===== config.mk =====
export PLATFORM = sky130hd
export DESIGN_NAME = cid_ram
export DESIGN_NICKNAME = d
export VERILOG_FILES = /design/src/rtl/cid_ram.sv
export SDC_FILE = /design/constraint.sdc
export NUM_CORES = 2
export LEC_CHECK = 0
export BUFFER_PORTS_ARGS = -buffer_cell sky130_fd_sc_hd__buf_2
export CAP_MARGIN = 30
export CORE_MARGIN = 2
export CORE_UTILIZATION = 55
export CTS_BUF_LIST = sky130_fd_sc_hd__clkbuf_16
export DETAILED_ROUTE_END_ITERATION = 8
export PLACE_DENSITY = 0.74
export SLEW_MARGIN = 20
export SYNTH_ARGS = -nofsm -noshare
export SYNTH_HDL_FRONTEND = slang
export SYNTH_SLANG_ARGS = --single-unit

===== constraint.sdc =====
create_clock -name clk_i -period 4.1 [get_ports clk_i]
set_input_delay 0.615 -clock clk_i [delete_from_list [all_inputs] [get_ports clk_i]]
set_output_delay 0.615 -clock clk_i [all_outputs]
set_load 0.1 [all_outputs]

===== src/rtl/cid_ram.sv =====
module cid_ram #(
  parameter int WIDTH = 32,
  parameter int DEPTH = 64,
  localparam int AW   = (DEPTH > 1) ? $clog2(DEPTH) : 1
) (
  input  logic             clk_i,
  input  logic             we_i,
  input  logic [AW-1:0]    waddr_i,
  input  logic [WIDTH-1:0] wdata_i,
  input  logic [AW-1:0]    raddr_i,
  output logic [WIDTH-1:0] rdata_o
);

  logic [WIDTH-1:0] mem_q [DEPTH];
  logic [WIDTH-1:0] rdata_q;

  always_ff @(posedge clk_i) begin
    if (we_i) begin
      mem_q[waddr_i] <= wdata_i;
    end
    rdata_q <= mem_q[raddr_i];
  end

  assign rdata_o = rdata_q;

endmodule


==> results by group <==
Pwr
  – P_int: 33.38 mW
  – Switching part of the total power: 21.54%
  – Clock power share: 38.6%
  – Psw: 9.165 mW
  – Logic pwr share: 5.8%
  – Sequential power share: 55.6%
  – LEAKAGE: 27.98 nW
  – IR drop worst, VDD: 0.0004380 V
  – Total Power: 42.54 mW
  – Total power per unit cell area: 479.0 nW/um^2

Drt
  – Vias per cell: 6.688
  – Routed wire length: 193.2 mm
  – Vias after detailed routing: 37,810
  – Drt initial violations: 5,631
  – Post-route ant nets: 0
  – Drt first pass iters: 6
  – WL/cell: 34.17 um
  – DRC viols: 0

Cells and area
  – Final net count: 3,652
  – Non-Filler Instances: 5,654
  – Share of layout cells above drive strength 1: 29.61%
  – Final core utilization: 62.72%
  – Area grow syn2layout: 13.11%
  – Design Area, Final: 88,810 um^2
  – Filler cells: 9,166

Synthesis
  – Commonest cells post-synth: edfxtp_1 (2,048), mux4_2 (544), nor2_1 (137)
  – Synth Area per Inst: 23.62 um^2
  – Seq/Total Area, Yosys: 79.14%
  – Unique cell type count in the Yosys netlist: 34
  – Gate Count Post-Synth: 3,324
  – Most common cell in the netlist: edfxtp_1
  – Top-area cell type share of the netlist area: 78.33%
  – Mapped Area: 78,520 um^2
  – Post-synth top flop: edfxtp_1
  – EDFF count, synth: 2,048
  – Syn Nets: 3,370
  – Yosys warning count: 0
  – Ys async rst share: 0%
  – Synth area leaders: edfxtp_1 (78%), mux4_2 (16%), mux2i_1 (1.2%), dfxtp_1 (0.82%), o22ai_1 (0.67%)
  – Flops & latches, synth: 2,080
  – Area leader, netlist: edfxtp_1

GRT
  – Initial antenna violation count: 9
  – Largest net degree at the start of global routing: 66
  – Vias in the first global route: 37,890
  – Gr ovfl total: 0
  – GRT Total Usage: 26.74%
  – First-pass GRT wire length: 275.3 mm

Timing
  – Final setup margin: 1.304 ns
  – Min cycle time layout: 2.796 ns
  – Setup TNS: 0 ns
  – Max-slew headroom: 34.11%
  – Crit share post-route: 68.19%
  – Final Hold Fails: 0
  – Setup Viol. Count Final: 0
  – Max-slew violations: 0
  – Clk_skew: 0.02933 ns
  – Slew @ Worst Pin: 0.9861 ns
  – Hold WS: 0.1743 ns
  – Maximum clock frequency: 357.7 MHz
  – Unrepaired setup endpoints after global routing: no

Clocking
  – Postcts setup bufs: 0
  – Num CTS Buffers: 193
  – CTS HTree Levels: 4
  – Post-cts hold buffer count: 0
  – Post_cts resized: 0
  – Clock slew at reported path FFs: 0.06 ns
  – Insertion delay to the later sink of the worst-skew pair: 0.80 ns
  – Root buffer cell: clkbuf_16
  – Clock Path Buffers: 3
  – CTS tree: yes
  – Clock sinks: 2,080

Min path
  – Min-delay worst type: in -> reg

Floorplan
  – Die width: 381.8 um
  – Cell Rows: 138
  – Placeable Area: 141,600 um^2
  – I/O pins: 78
  – DIE AREA: 145,800 um^2
  – Die height: 381.8 um
  – Initial Util: 55.45%

Status
  – Status: finished, final reports clean

Setup path
  – Worst setup SP type: input port
  – Crit Path Class: in -> reg
  – Crit path max fanout: 40
  – CP arrival: 3.44 ns
  – Critical Path End Type: flip-flop
  – CP required: 4.75 ns

Placement
  – Gpl congestion: 0.7778
  – Post-place instance area: 82,780 um^2
  – Setup WS pre-CTS: 0.4119 ns
  – Post-DP HPWL: 105.3 mm
  – Dpl cells: 5,288
  – PortBufs: 77

Job
  – Max-cap violations: 0
-- path summary, 6_finish.rpt --
check	startpoint	endpoint	slack (ns)	cells past startpoint
worst max-delay path	raddr_i[0]	rdata_o[11]	1.30	6
worst min-delay path	wdata_i[21]	mem_q[14][21]	0.17	1
worst max register to register	mem_q[42][12]	rdata_o[12]	1.93	4
worst min register to register	mem_q[29][20]	rdata_o[20]	0.78	4
-- power groups by stage --
| stage | sequential [mW] | combinational [mW] | clock, mW |
|---|---|---|---|
| finish | 23.7 | 2.46 | 16.4 |
| detailed placement | 24.1 | 2.42 | 0 |
| CTS | 23.7 | 2.43 | 16.6 |
| floorplan | 24.4 | 1.14 | 0 |
| global placement | 24.1 | 2.36 | 0 |
| global route | 23.7 | 2.57 | 17.4 |
-- worst max-delay path, cell delays in order --
cell	delay, ns
buf_8	0.42
buf_4	0.57
mux4_2	0.59
mux4_2	0.48
o22ai_1	0.52
nor2_1	0.12
-- final cells by class --
| type | count | area [um^2] | area share (%) |
|---|---|---|---|
| flip-flops and latches | 2080 | 62140 | 69.97 |
| multi-input cells | 1062 | 15970 | 17.98 |
| diodes | 5 | 12.51 | 0.01409 |
| repair buffers | 269 | 2606 | 2.935 |
| clock buffers | 195 | 4880 | 5.495 |
| well taps | 1890 | 2365 | 2.663 |
| clock inverters | 153 | 838.3 | 0.9439 |
-- cells by family after synthesis --
family | after synthesis | synth area share (%)
AO/OA/AOI/OAI | 202 | 1.673
AND/OR/NAND/NOR | 223 | 1.265
multiplexers | 637 | 16.79
buffers and inverters | 182 | 1.128
flip-flops | 2080 | 79.14
-- flip-flops by register name, summed over array words and instances (netlist names) --
name and cells:
mem_q 2048, rdata_o 32
-- layer usage --
layer | vias up | part of all wire, % | track usage [%]
li1 | 14830 | - | -
met1 | 19970 | 37 | 38.68
met2 | 2640 | 48 | 41.71
met3 | 366 | 12 | 5.460
met4 | 8 | 3.2 | 8.421
met5 | - | 0.020 | 0
-- cell usage in the layout (no fill, tap or decap), types with 7 or more instances in the layout --
cell       Yosys  final
buf_4         25    147
a22oi_1       12     12
nor2b_1       15     15
buf_2         57     62
a311oi_1       8      8
edfxtp_1    2048   2048
clkinv_1       0     43
nor2_1       137     75
nand2_1       26     26
inv_1          0     74
bufinv_16      0      7
a21oi_1       62     62
buf_12         0     54
o221ai_1      27     27
mux4_2       544    544
clkinv_2       0     21
clkbuf_16      0    195
mux2i_1       93     93
o22ai_1       84     84
dfxtp_1       32     32
nand2b_1       8      7
nor2_4         0     62
(Power assumes the default switching activity.)
