==> config.mk <==
export PLATFORM = sky130hd
export DESIGN_NAME = cid_mac
export DESIGN_NICKNAME = d
export VERILOG_FILES = /design/src/rtl/cid_pkg.sv /design/src/rtl/cid_mac.sv
export SDC_FILE = /design/constraint.sdc
export NUM_CORES = 1
export LEC_CHECK = 0
export BUFFER_PORTS_ARGS = -buffer_cell sky130_fd_sc_hd__buf_2
export CAP_MARGIN = 15
export CORE_UTILIZATION = 45
export DETAILED_ROUTE_END_ITERATION = 8
export SYNTH_ARGS = -nofsm -noshare
export SYNTH_HDL_FRONTEND = slang
export SYNTH_SLANG_ARGS = --single-unit
==> constraint.sdc <==
create_clock -name clk_i -period 9.1 [get_ports clk_i]
set_clock_uncertainty 0.15 [all_clocks]
set_input_delay 1.365 -clock clk_i [delete_from_list [all_inputs] [get_ports clk_i]]
set_output_delay 1.365 -clock clk_i [all_outputs]
set_load 0.02 [all_outputs]
==> src/rtl/cid_pkg.sv <==
package cid_pkg;

  localparam int MAX_SIZE_DEF = 8;
  localparam int DATA_W       = 32;
  localparam int IDX_W        = 3;
  localparam int SIZE_W       = 4;
  localparam int PADDR_W      = 3;
  localparam int S_TDATA_W    = 40;

  localparam logic [SIZE_W-1:0] SIZE_RESET = 4'd8;

  // word index taken from paddr[2]
  typedef enum logic [0:0] {
    REG_MATRIX_SIZE = 1'b0
  } cid_reg_e;

  typedef enum logic [2:0] {
    ST_IDLE,
    ST_INIT,
    ST_CELL,
    ST_DRAIN,
    ST_CLOSE,
    ST_CDRAIN
  } cid_state_e;

  typedef enum logic [1:0] {
    WS_ZERO,
    WS_START,
    WS_ACC
  } cid_wsel_e;

  typedef struct packed {
    logic valid;
    logic sub;
    logic clr;
  } cid_issue_t;

endpackage

==> src/rtl/cid_mac.sv <==
module cid_mac import cid_pkg::*; (
  input  logic              clk_i,
  input  logic              rst_ni,
  input  cid_issue_t        issue_i,
  input  logic [DATA_W-1:0] a_i,
  input  logic [DATA_W-1:0] b_i,
  output logic [DATA_W-1:0] acc_o,
  output logic              busy_o
);

  logic              v1_q, s1_q;
  logic              pv_q, ps_q;
  logic [DATA_W-1:0] prod_q, prod_d;
  logic [DATA_W-1:0] acc_q, acc_d;

  // low word of the product only: arithmetic wraps modulo 2^32
  assign prod_d = a_i * b_i;

  always_comb begin
    acc_d = acc_q;
    if (issue_i.clr) begin
      acc_d = '0;
    end else if (pv_q) begin
      acc_d = ps_q ? (acc_q - prod_q) : (acc_q + prod_q);
    end
  end

  always_ff @(posedge clk_i or negedge rst_ni) begin
    if (!rst_ni) begin
      v1_q  <= 1'b0;
      s1_q  <= 1'b0;
      pv_q  <= 1'b0;
      ps_q  <= 1'b0;
      acc_q <= '0;
    end else begin
      v1_q  <= issue_i.valid;
      s1_q  <= issue_i.sub;
      pv_q  <= v1_q;
      ps_q  <= s1_q;
      acc_q <= acc_d;
    end
  end

  always_ff @(posedge clk_i) begin
    if (v1_q) begin
      prod_q <= prod_d;
    end
  end

  assign acc_o  = acc_q;
  assign busy_o = v1_q | pv_q;

endmodule

==> results of run 1 <==
[state kept, by name (all words and copies together) (netlist names)]
signal and flops:
v1_q 1, acc_o 32, pv_q 1, prod_q 32, s1_q 1, ps_q 1
[routing by layer]
| metal | GRT usage | wire (um) |
|---|---|---|
| met1 | 0.328 | 23900 |
| met5 | 0 | 0 |
| met4 | 0.0783 | 1660 |
| met2 | 0.404 | 25100 |
| met3 | 0.0230 | 2430 |
[cells by family (layout without fill, tap and decap cells)]
group,Yosys count,count (layout)
muxes,11,11
adders and majority gates,564,564
AOI/OAI and AO/OA,208,208
xor gates and xnor gates,129,129
and+or+nand+nor,729,729
buffers and inverters,512,544
DFF,68,68
[stage by stage]
| step | setup slack [ps] | hold WS (ps) |
|---|---|---|
| 2_1_floorplan | 1120 | 181 |
| 3_3_place_gp | 687 | 196 |
| 3_5_place_dp | 511 | 209 |
| 4_1_cts | 891 | 252 |
| 5_1_grt | 535 | 247 |
| 6_report | 868 | 243 |
[area by class of cell]
class                      count  share of cell area
multi-input combinational   1641               0.764
sequential                    68              0.0863
inverter                     413              0.0719
tap                          592              0.0343
timing repair buffer         115              0.0283
clock buffer                   9              0.0104
clock inverter                 7             0.00452
[worst max path at each step]
stage / from / endpoint / slack (ps)
4_1_cts: b_i[5] / prod_q[26] / 890
5_1_grt: b_i[5] / prod_q[26] / 540
3_5_place_dp: b_i[5] / prod_q[26] / 510
6_report: b_i[5] / prod_q[26] / 870
2_1_floorplan: b_i[3] / prod_q[26] / 1120
3_3_place_gp: b_i[5] / prod_q[26] / 690
[worst max-delay path, cell delays in order]
cell and delay (ps):
buf_2 450, and2_1 240, fa_1 420, fa_1 490
fa_1 510, inv_1 50, fa_1 510, inv_1 70
fa_1 500, inv_1 60, fa_1 530, inv_1 50
fa_1 380, fa_1 470, ha_1 350, a21o_1 190
a21o_1 170, a21oi_1 170, nand2_1 100, o41ai_2 520
o21bai_1 190, a211oi_1 300, nor3_1 70
[cell usage in the layout, fill, tap and decap left out, drive strengths merged, types with 31 or more instances in the layout]
cell type	instances
fa	409
edfxtp	32
dfrtp	36
o21ai	31
nor2	68
ha	155
inv	415
buf	115
nand2	290
and2	274
xnor2	109
a21oi	65
==> results.toml, run 1 <==
[run_status]
status = "finished, final reports clean"

[sta]
slew_headroom = 0.300
period_share = 0.905
fmax_mhz = 121
tightest_slew_ps = 1050
final_hold_viol_count = 0
finalSetupTns_ps = 0
rsz0062_at_grt = "no"
drv_slew = 0
fin_crit_ps = 8230
setup_viol_count_final = 0

[clocking]
h-tree-depth = 3
clkTransAtPathRegs_ps = 60
insertion_delay_ps = 340
holdBufCountCts = 0
cts-resized-gates = 0
clock_path_buffers = 2
cts.sink_count = 68
cts_setup_buffers = 0
root_buffer = "clkbuf_16"
numCtsBuffers = 9
cts_tree = "done"

[global_route]
grt_pass1_wl_um = 87100
grt_use_total = 0.241
antenna_found_initial = 0
globalRouteOverflowTotal = 0
grt_max_degree = 37
grt_pass1_vias = 16300

[critical_path]
worstPathRequired_ps = 9030
regToRegStartpoint = "prod_q[4]"
worst_setup_path_end_kind = "flip-flop"
r2r-end = "acc_o[30]"
cp.arrival_ps = 8160
rrSetupSlack_ps = 4750
critPathKind = "primary input to flip-flop"
reg2reg_depth = 14
worst-path-max-fanout = 27
start_kind = "primary input"

[finish]
num-fill-cells = 4260
diodes = 0
multi_input_area_um2 = 16500
drive_above_1_share = 0.0688
final_nets = 2881
seq_area_um2 = 1860
postLayoutCoreUtil = 0.487
syn_to_final_growth_pct = 6.42
final_cells = 2845
design_area_um2 = 21600

[detailed_routing]
wl_per_cell_um = 18.7
totalWireLength_um = 53200
drtAntennaViolNets = 0
drc_errors = 0
vias = 14900
drt-initial-drc-count = 899
dr.pass1.iters = 5
post_drt_via_cell_ratio = 5.25

[place]
placed_area_um2 = 21300
io_buffers = 101
placed_cells = 2829
dp_hpwl_um = 43000
gp_congestion = 0.898

[synthesis]
yosys-top-cells-area = "fa_1 40%, ha_1 9.6%, and2_1 8.5%, inv_1 7.6%, nand2_1 5.4%"
ys_seq_area_frac = 0.0918
avgSynthCellArea_um2 = 9.13
synthSimpleGateAreaFrac = 0.182
ys_seq_elements = 68
synth_xor_area_frac = 0.0557
synth-edff-count = 32
synth_fa_ha_area_frac = 0.500
async_flop_share = 0.529
synth_mux_area_frac = 0.00543
synthDistinctLibCells = 75
ys_warn_count = 0
synth_common_cells = "413 x inv_1, 409 x fa_1, 290 x nand2_1, 274 x and2_1, 155 x ha_1"
synth_top_area_share = 0.404
ys.flop_type = "dfrtp_1"
yosysTopAreaCell = "fa_1"
synth_nets = 2854
syn_area_um2 = 20300
netlist_instances = 2221
synthMostInstantiatedCell = "inv_1"
synth_compound_area_frac = 0.0704
synth_top_family_by_area = "adder cells"

[die]
die_h_um = 214
die_x_um = 214
num_rows = 77
core-area_um2 = 44300
initial_core_util = 0.457
num_io_pins = 102
die_area_um2 = 45900

[worst_hold_path]
hold_path_class = "flip-flop to flip-flop"
min_from = "s1_q"
hold_path_end = "ps_q"
min_path_cells = 0

[job]
maxCapViolations = 0
Power of run 1 is left out: the tool's default activity adds up to more than one toggle a clock period on the data nets, which glitch-free logic cannot reach.
==> run 2: changes to the inputs <==
Settings changed: MAX_ROUTING_LAYER from default to met4.
==> run 2 against run 1 <==
- non-clock buffer count decreased by 2
- worst hold slack worse by 29 ps
- sequential share of layout area is essentially flat
- critical endpoint unchanged
==> results.toml, run 2 (synthesis results as in run 1) <==
[detailed_routing]
drt-initial-drc-count = 724
vias = 14800
post_drt_via_cell_ratio = 5.22
totalWireLength_um = 52600
drtAntennaViolNets = 0
wl_per_cell_um = 18.5
dr.pass1.iters = 7
drc_errors = 0

[global_route]
globalRouteOverflowTotal = 0
grt_pass1_vias = 16300
gr-usage-met3 = 0.0194
met1_usage = 0.330
grt_pass1_wl_um = 86800
grt_max_degree = 37
met2_usage = 0.400
top_usage_layer = "met2"
grt_use_total = 0.247
antenna_found_initial = 1

[clocking]
root_buffer = "clkbuf_16"
clock_path_buffers = 2
insertion_delay_ps = 340
numCtsBuffers = 9
cts.sink_count = 68
holdBufCountCts = 0
cts_setup_buffers = 0
h-tree-depth = 3
cts_tree = "done"
clkTransAtPathRegs_ps = 60
cts-resized-gates = 0

[sta]
fmax_mhz = 121
final_hold_viol_count = 0
finalSetupTns_ps = 0
setup_viol_count_final = 0
holdWs_ps = 214
setup_ws_ps = 840
slew_headroom = 0.292
rsz0062_at_grt = "no"
tightest_slew_ps = 1060
fin_crit_ps = 8260
drv_slew = 0
period_share = 0.908

[critical_path]
critPathKind = "primary input to flip-flop"
start_kind = "primary input"
worstPathRequired_ps = 9040
worst-path-max-fanout = 27
cp.arrival_ps = 8200
worst_setup_path_end_kind = "flip-flop"

[place]
io_buffers = 101
pre_cts_slack_ps = 496
gp_congestion = 0.957
dp_hpwl_um = 42900
placed_area_um2 = 21200

[die]
num_io_pins = 102
initial_core_util = 0.457
die_x_um = 214
core-area_um2 = 44300
die_h_um = 214
num_rows = 77
die_area_um2 = 45900

[finish]
final_nets = 2879
syn_to_final_growth_pct = 6.36
drive_above_1_share = 0.0675
num-fill-cells = 4250
seq_area_um2 = 1860
design_area_um2 = 21600
multi_input_area_um2 = 16500
final_cell_mix = "413 x inv_1, 409 x fa_1, 290 x nand2_1"
final_common_cell = "inv_1"

[worst_hold_path]
hold_path_class = "flip-flop to flip-flop"

[run_status]
status = "finished, final reports clean"

[job]
maxCapViolations = 0
==> run 2: final cells by class <==
| type | instances | share of cell area |
|---|---|---|
| multi-input combinational | 1641 | 0.765 |
| tap | 592 | 0.0344 |
| antenna | 1 | 0.000116 |
| timing repair buffer | 113 | 0.0276 |
| clock inverter | 7 | 0.00453 |
| inverter | 413 | 0.0719 |
| sequential | 68 | 0.0863 |
| clock buffer | 9 | 0.0104 |
==> run 2: per-stage QoR <==
stage / instances / util
detailed placement: 2827 / 0.479
CTS: 2843 / 0.486
global route: 2844 / 0.487
global placement: 2827 / 0.479
finish: 2844 / 0.487
floorplan: 2221 / -
==> run 2: worst max-delay path: stages <==
cell and delay [ps]:
buf_2 460, and2_1 240, fa_1 420, fa_1 490, fa_1 510, inv_1 50, fa_1 490, inv_1 60
fa_1 500, inv_1 60, fa_1 530, inv_1 50, fa_1 390, fa_1 470, ha_1 350, a21o_1 210
a21o_1 180, a21oi_1 190, nand2_1 110, o41ai_2 550, o21bai_1 170, a211oi_1 290, nor3_1 70
==> run 2: final timing paths <==
check | from | endpoint | slack (ps) | depth (start not counted)
max reg2reg | prod_q[4] | acc_o[30] | 4790 | 14
max in group asynchronous | rst_ni | acc_o[27] | 7260 | 1
min reg2reg | s1_q | ps_q | 210 | 0
max | b_i[5] | prod_q[26] | 840 | 23
min | s1_q | ps_q | 210 | 0
min in group asynchronous | rst_ni | acc_o[6] | 990 | 1
==> run 2: routing by layer <==
metal / share of wire / vias up
li1: - / 6840
met5: 0 / -
met3: 0.047 / 92
met1: 0.45 / 7461
met4: 0.033 / 0
met2: 0.47 / 451
Power of run 2 is left out for the same reason.
