<file path="src/rtl/cid_pkg.sv">
package cid_pkg;

  localparam int MAX_SIZE_DEF = 8;
  localparam int DATA_W       = 32;
  localparam int IDX_W        = 3;
  localparam int SIZE_W       = 4;
  localparam int PADDR_W      = 3;
  localparam int S_TDATA_W    = 40;

  localparam logic [SIZE_W-1:0] SIZE_RESET = 4'd8;

  // word index taken from paddr[2]
  typedef enum logic [0:0] {
    REG_MATRIX_SIZE = 1'b0
  } cid_reg_e;

  typedef enum logic [2:0] {
    ST_IDLE,
    ST_INIT,
    ST_CELL,
    ST_DRAIN,
    ST_CLOSE,
    ST_CDRAIN
  } cid_state_e;

  typedef enum logic [1:0] {
    WS_ZERO,
    WS_START,
    WS_ACC
  } cid_wsel_e;

  typedef struct packed {
    logic valid;
    logic sub;
    logic clr;
  } cid_issue_t;

endpackage

</file>
<file path="src/rtl/cid_seq.sv">
module cid_seq import cid_pkg::*; #(
  parameter int MAX_SIZE = MAX_SIZE_DEF,
  localparam int CELLS   = MAX_SIZE * MAX_SIZE,
  localparam int IW      = (MAX_SIZE > 1) ? $clog2(MAX_SIZE) : 1,
  localparam int LW      = $clog2(MAX_SIZE + 1),
  localparam int AWM     = (CELLS > 1) ? $clog2(CELLS) : 1,
  localparam int AWP     = $clog2(2 * CELLS)
) (
  input  logic           clk_i,
  input  logic           rst_ni,
  input  logic           start_i,
  input  logic [IW-1:0]  nm1_i,
  input  logic [LW-1:0]  n_i,
  input  logic           busy_i,
  input  logic           out_free_i,
  output cid_issue_t     issue_o,
  output logic [AWP-1:0] p_raddr_o,
  output logic [AWM-1:0] m_raddr_o,
  output logic           p_we_o,
  output logic [AWP-1:0] p_waddr_o,
  output cid_wsel_e      p_wsel_o,
  output logic           out_load_o,
  output logic           idle_o
);

  cid_state_e    state_q, state_d;
  logic [IW-1:0] h_q, h_d, v_q, v_d, k_q, k_d, m_q, m_d;
  logic [LW-1:0] l_q, l_d;
  logic          sub_q, sub_d;

  logic          cell_last, last_term, below_diag, cur, prev, close_layer;

  function automatic logic [AWP-1:0] pa(input logic layer, input logic [IW-1:0] r,
                                        input logic [IW-1:0] c);
    pa = AWP'(layer) * AWP'(CELLS) + AWP'(r) * AWP'(MAX_SIZE) + AWP'(c);
  endfunction

  function automatic logic [AWM-1:0] ma(input logic [IW-1:0] r, input logic [IW-1:0] c);
    ma = AWM'(r) * AWM'(MAX_SIZE) + AWM'(c);
  endfunction

  assign cell_last   = (h_q == nm1_i) && (v_q == nm1_i);
  assign below_diag  = v_q < h_q;
  assign last_term   = sub_q ? ((k_q == nm1_i) && (m_q == nm1_i))
                             : ((k_q == nm1_i) && (v_q != h_q));
  assign cur         = l_q[0];
  assign prev        = ~l_q[0];
  assign close_layer = n_i[0];

  // next state
  always_comb begin
    state_d = state_q;
    unique case (state_q)
      ST_IDLE: begin
        if (start_i) state_d = ST_INIT;
      end
      ST_INIT: begin
        if (cell_last) state_d = (nm1_i == '0) ? ST_CLOSE : ST_CELL;
      end
      ST_CELL: begin
        if (below_diag) begin
          if (cell_last && (l_q == n_i)) state_d = ST_CLOSE;
        end else if (last_term) begin
          state_d = ST_DRAIN;
        end
      end
      ST_DRAIN: begin
        if (!busy_i) state_d = (cell_last && (l_q == n_i)) ? ST_CLOSE : ST_CELL;
      end
      ST_CLOSE: begin
        if (cell_last) state_d = ST_CDRAIN;
      end
      ST_CDRAIN: begin
        if (!busy_i && out_free_i) state_d = ST_IDLE;
      end
      default: state_d = ST_IDLE;
    endcase
  end

  // counters
  always_comb begin
    logic step;
    step  = 1'b0;
    h_d   = h_q;
    v_d   = v_q;
    k_d   = k_q;
    m_d   = m_q;
    l_d   = l_q;
    sub_d = sub_q;
    unique case (state_q)
      ST_IDLE: begin
        h_d   = '0;
        v_d   = '0;
        k_d   = '0;
        m_d   = '0;
        sub_d = 1'b0;
      end
      ST_INIT: begin
        step = 1'b1;
        l_d  = LW'(2);
      end
      ST_CELL: begin
        if (below_diag) begin
          step = 1'b1;
          if (cell_last) l_d = l_q + LW'(1);
        end else if (!sub_q) begin
          if (k_q == nm1_i) begin
            if (v_q == h_q) begin
              sub_d = 1'b1;
              k_d   = h_q;
              m_d   = '0;
            end else begin
              k_d = '0;
            end
          end else begin
            k_d = k_q + IW'(1);
          end
        end else begin
          if (m_q == nm1_i) begin
            m_d = '0;
            if (k_q == nm1_i) begin
              k_d   = '0;
              sub_d = 1'b0;
            end else begin
              k_d = k_q + IW'(1);
            end
          end else begin
            m_d = m_q + IW'(1);
          end
        end
      end
      ST_DRAIN: begin
        if (!busy_i) begin
          step = 1'b1;
          if (cell_last) l_d = l_q + LW'(1);
        end
      end
      ST_CLOSE: begin
        step = 1'b1;
      end
      ST_CDRAIN: begin
      end
      default: begin
      end
    endcase
    // advance along the row, then to the next head
    if (step) begin
      if (v_q == nm1_i) begin
        v_d = '0;
        h_d = (h_q == nm1_i) ? '0 : h_q + IW'(1);
      end else begin
        v_d = v_q + IW'(1);
      end
    end
  end

  // outputs
  always_comb begin
    issue_o    = '0;
    p_raddr_o  = '0;
    m_raddr_o  = '0;
    p_we_o     = 1'b0;
    p_waddr_o  = '0;
    p_wsel_o   = WS_ZERO;
    out_load_o = 1'b0;
    idle_o     = 1'b0;
    unique case (state_q)
      ST_IDLE: begin
        idle_o = 1'b1;
      end
      ST_INIT: begin
        p_we_o    = 1'b1;
        p_waddr_o = pa(1'b1, h_q, v_q);
        p_wsel_o  = (h_q == v_q) ? WS_START : WS_ZERO;
      end
      ST_CELL: begin
        if (below_diag) begin
          p_we_o    = 1'b1;
          p_waddr_o = pa(cur, h_q, v_q);
        end else begin
          issue_o.valid = 1'b1;
          issue_o.sub   = sub_q;
          p_raddr_o     = sub_q ? pa(prev, k_q, m_q) : pa(prev, h_q, k_q);
          m_raddr_o     = sub_q ? ma(m_q, k_q) : ma(k_q, v_q);
        end
      end
      ST_DRAIN: begin
        if (!busy_i) begin
          p_we_o      = 1'b1;
          p_waddr_o   = pa(cur, h_q, v_q);
          p_wsel_o    = WS_ACC;
          issue_o.clr = 1'b1;
        end
      end
      ST_CLOSE: begin
        issue_o.valid = 1'b1;
        p_raddr_o     = pa(close_layer, h_q, v_q);
        m_raddr_o     = ma(v_q, h_q);
      end
      ST_CDRAIN: begin
        if (!busy_i && out_free_i) begin
          out_load_o  = 1'b1;
          issue_o.clr = 1'b1;
        end
      end
      default: begin
      end
    endcase
  end

  always_ff @(posedge clk_i or negedge rst_ni) begin
    if (!rst_ni) begin
      state_q <= ST_IDLE;
      h_q     <= '0;
      v_q     <= '0;
      k_q     <= '0;
      m_q     <= '0;
      l_q     <= '0;
      sub_q   <= 1'b0;
    end else begin
      state_q <= state_d;
      h_q     <= h_d;
      v_q     <= v_d;
      k_q     <= k_d;
      m_q     <= m_d;
      l_q     <= l_d;
      sub_q   <= sub_d;
    end
  end

  a_write_after_drain: assert property (@(posedge clk_i) disable iff (!rst_ni)
    p_we_o |-> !busy_i) else $error("table written while products still in flight");

  a_clear_when_empty: assert property (@(posedge clk_i) disable iff (!rst_ni)
    issue_o.clr |-> !busy_i) else $error("accumulator cleared with products in flight");

  a_term_index_range: assert property (@(posedge clk_i) disable iff (!rst_ni)
    (state_q == ST_CELL) |-> ((k_q <= nm1_i) && (m_q <= nm1_i) && (h_q <= nm1_i)))
    else $error("term index beyond matrix size");

endmodule

</file>
<file path="config.mk">
export PLATFORM = sky130hd
export DESIGN_NAME = cid_seq
export DESIGN_NICKNAME = d
export VERILOG_FILES = /design/src/rtl/cid_pkg.sv /design/src/rtl/cid_seq.sv
export SDC_FILE = /design/constraint.sdc
export NUM_CORES = 1
export LEC_CHECK = 0
export BUFFER_PORTS_ARGS = -buffer_cell sky130_fd_sc_hd__buf_2
export CAP_MARGIN = 20
export CORE_ASPECT_RATIO = 0.8
export CORE_MARGIN = 10
export CORE_UTILIZATION = 37
export DETAILED_ROUTE_END_ITERATION = 7
export PLACE_DENSITY_LB_ADDON = 0.2
export SETUP_SLACK_MARGIN = 0.1
export SLEW_MARGIN = 10
export SYNTH_ARGS = -nofsm -noshare
export SYNTH_HDL_FRONTEND = slang
export SYNTH_SLANG_ARGS = --single-unit
</file>
<file path="constraint.sdc">
create_clock -name clk_i -period 7.3 [get_ports clk_i]
set_clock_uncertainty 0.15 [all_clocks]
set_input_delay 1.46 -clock clk_i [delete_from_list [all_inputs] [get_ports clk_i]]
set_output_delay 1.46 -clock clk_i [all_outputs]
set_load 0.02 [all_outputs]
</file>
==> results.md <==
- Hold Path Sink: l_q[3]
- Post-Place Cells: 305
- Mapped Nets: 238
- Maximum count of clock buffers along a single path: 2
- HPWL Detailed: 4080 µm
- Antenna diodes: 0
- Avg Vias per Cell: 5.54
- Crit Reg-Reg Startpoint: h_q[1]
- Number of detailed-route iterations in the first pass: 4
- WS Path Type: register to output pin
- Data arrival time of the critical path: 2.98 ns
- Synth top area share: 27.5%
- Floorplan row count: 22
- Max-slew violation count: 0
- Max FO, Critical Path: 14
- Power, Total: 822 µW
- Last weighted congestion value of the routability-driven placer: 0.860
- Post-synthesis cell type count: 50
- Non-filler cells, final: 308
- Final cycle utilization of the critical path: 62.9%
- Clk sinks: 20
- Number of buffers inserted by post-CTS setup repair: 0
- Final-layout fill cell count: 492
- Number of global-route vias before repair: 1,681
- Master cell of the clock root buffer: sky130_fd_sc_hd__clkbuf_8
- Type of the worst min-delay path: register to register
- Sequential cell area fraction in the yosys report: 27.5%
- Cells resized by post-CTS repair: 0
- Placeable core area: 4680 µm²
- Met3 track utilization from global routing: 3.57%
- Critical Path End Type: output pin
- Top library cells by usage in the layout, fill and taps aside: 39 x sky130_fd_sc_hd__buf_2, 21 x sky130_fd_sc_hd__nand2_1, 20 x sky130_fd_sc_hd__dfrtp_1
- Remaining DRCs: 0
- Clock buffers created by TritonCTS: 3
- Gate count of the mapped netlist: 218
- Yosys warning count: 0
- Clock H-tree levels: 1
- Setup repair after global routing missed its margin: no
- Register-to-Register Path Depth: 8
- Share of async-settable or async-resettable flops after synthesis: 100%
- Number of synthesized flops with an enable pin: 0
- Initial DRC Count: 83
- Floorplan die height: 82.8 µm
- Layout cells sized above 1: 21.8%
- Tightest slew margin relative to the limit: 32.8%
- Least-Margin Pin Slew: 1.00 ns
- Critical R2R Capture: state_q[2]
- Met2 capacity usage during global routing: 19.1%
- Ranking of synthesized cells by area: sky130_fd_sc_hd__dfrtp_1 27%, sky130_fd_sc_hd__ha_1 5.5%, sky130_fd_sc_hd__o21ai_0 4.4%
- Post-synthesis area per instance: 8.36 µm²
- Final setup violating endpoints: 0
- Initial antenna violation count: 0
- Power density relative to cell area: 403 nW/µm²
- Clock transition at path regs: 0.08 ns
- Pin count of the biggest net entering global routing: 21
- Number of buffers inserted by hold repair at cts: 0
- Worst-case register-to-register setup slack: 4.14 ns
- Met1 track demand over resource in global routing: 19.1%
- Final critical delay including setup and external delays: 4.59 ns
- Die width: 98.5 µm
- Most common library cell in the layout ignoring fill and taps: sky130_fd_sc_hd__buf_2
- Number of register bits inferred by synthesis: 20
- Kind of start point of the critical path: register
- Overflow left after global routing: 0
- Area Overhead vs Synth: 12.1%
- Status: complete, no violations
- Number of routed nets with antenna violations: 0
- Leakage Power: 0.000922 µW
- Starting utilization of the core area: 38.9%
- Fmax: 218 MHz
- Die footprint: 8150 µm²
- Post-synth top area cell: sky130_fd_sc_hd__dfrtp_1
- Dpl cell area: 2000 µm²
- Instance count along the most critical hold path: 2
- TritonCTS clock tree: built
- Total wire length after detailed routing: 5290 µm
- Count of max-cap constraint violations: 0
- Post-layout net count: 270
- Most used flip-flop cell after synthesis: sky130_fd_sc_hd__dfrtp_1
- Data required time at the worst endpoint: 5.69 ns
- All-layer global routing usage: 13.2%
- Total number of vias: 1,706
- Total Neg Setup Slack: 0 ns
- Clock latency reported for the late side of the worst-skew pair: 0.26 ns
- First-pass GRT wire length: 8820 µm
- Cell area after layout: 2040 µm²
- Largest voltage drop on the vdd net: 0.140 mV
- Synthesized area: 1820 µm²
- Most heavily used metal layer in global routing: met1
- I/O pins: 40
- I/O Buffers: 39
- WHS: 0.417 ns
- Fin. Hold Viols: 0
- Wirelength per Cell: 17.2 µm
- Startpoint of the tightest hold check path: l_q[3]
registers in the layout, summed over array words and instances, names as in the netlist:
signal,cells
v_q,3
h_q,3
sub_q,1
m_q,3
k_q,3
state_q,3
l_q,4
cell usage after synthesis, types with 4 or more instances:
library cell,number
sky130_fd_sc_hd__nand2_1,21
sky130_fd_sc_hd__dfrtp_1,20
sky130_fd_sc_hd__nor2_1,19
sky130_fd_sc_hd__o21ai_0,16
sky130_fd_sc_hd__inv_1,11
sky130_fd_sc_hd__o22ai_1,10
sky130_fd_sc_hd__xor2_1,9
sky130_fd_sc_hd__ha_1,8
sky130_fd_sc_hd__nor3_1,8
sky130_fd_sc_hd__a21oi_1,7
sky130_fd_sc_hd__mux2i_1,7
sky130_fd_sc_hd__xnor2_1,7
sky130_fd_sc_hd__nand2b_1,6
sky130_fd_sc_hd__nand3_1,6
sky130_fd_sc_hd__a22o_1,4
sky130_fd_sc_hd__and2_1,4
sky130_fd_sc_hd__buf_4,4
sky130_fd_sc_hd__buf_6,4
critical path: stages, from the launching register on:
cell	delay [ns]
sky130_fd_sc_hd__dfrtp_1	0.46
sky130_fd_sc_hd__inv_1	0.13
sky130_fd_sc_hd__ha_1	0.32
sky130_fd_sc_hd__nor2b_1	0.14
sky130_fd_sc_hd__o21a_1	0.20
sky130_fd_sc_hd__o21ai_1	0.78
sky130_fd_sc_hd__o21ai_0	0.29
sky130_fd_sc_hd__a22o_1	0.25
sky130_fd_sc_hd__buf_2	0.16
cell type report:
type | instances | area (µm²) | share of cell area [%]
clock buffer | 3 | 41.3 | 2.02
inverter | 12 | 45.0 | 2.21
timing repair buffer | 39 | 195 | 9.56
tap | 60 | 75.1 | 3.68
sequential | 20 | 500 | 24.5
multi-input combinational | 174 | 1180 | 58.0
where the power goes:
group	internal [µW]	switching, µW	total (µW)
registers	143	78.2	222
logic	201	326	527
clock network	36.8	36.5	73.2
how the worst max path moves through the flow:
| stage | start | end | slack (ns) |
|---|---|---|---|
| after floorplan | busy_i | p_waddr_o[1] | 3.43 |
| after global placement | busy_i | p_waddr_o[1] | 3.13 |
| after detailed placement | busy_i | p_waddr_o[3] | 3.10 |
| after CTS | h_q[1] | p_raddr_o[4] | 2.79 |
| after global routing | h_q[1] | p_raddr_o[3] | 2.47 |
| final | h_q[1] | p_raddr_o[4] | 2.71 |
through the flow:
stage | utilization [%] | setup slack [ns]
2_1_floorplan | - | 3.43
3_3_place_gp | 42.8 | 3.13
3_5_place_dp | 42.8 | 3.10
4_1_cts | 43.6 | 2.79
5_1_grt | 43.6 | 2.47
6_report | 43.6 | 2.71
metal layers:
metal	up-vias	wire [µm]	share of wire (%)
li1	844	-	-
met1	794	2690	51
met2	64	2110	40
met3	4	447	8.5
met4	0	41	0.78
met5	-	0	0
cell families after synthesis:
| kind of cell | share of synthesized area, % |
|---|---|
| and+or+nand+nor | 21.2 |
| AOI/OAI and AO/OA | 22.9 |
| buffers and inverters | 7.49 |
| DFF | 27.5 |
| xor gates and xnor gates | 10.4 |
| muxes | 5.08 |
| adders and majority gates | 5.49 |
Note: power is estimated with default switching activity, not from simulation.
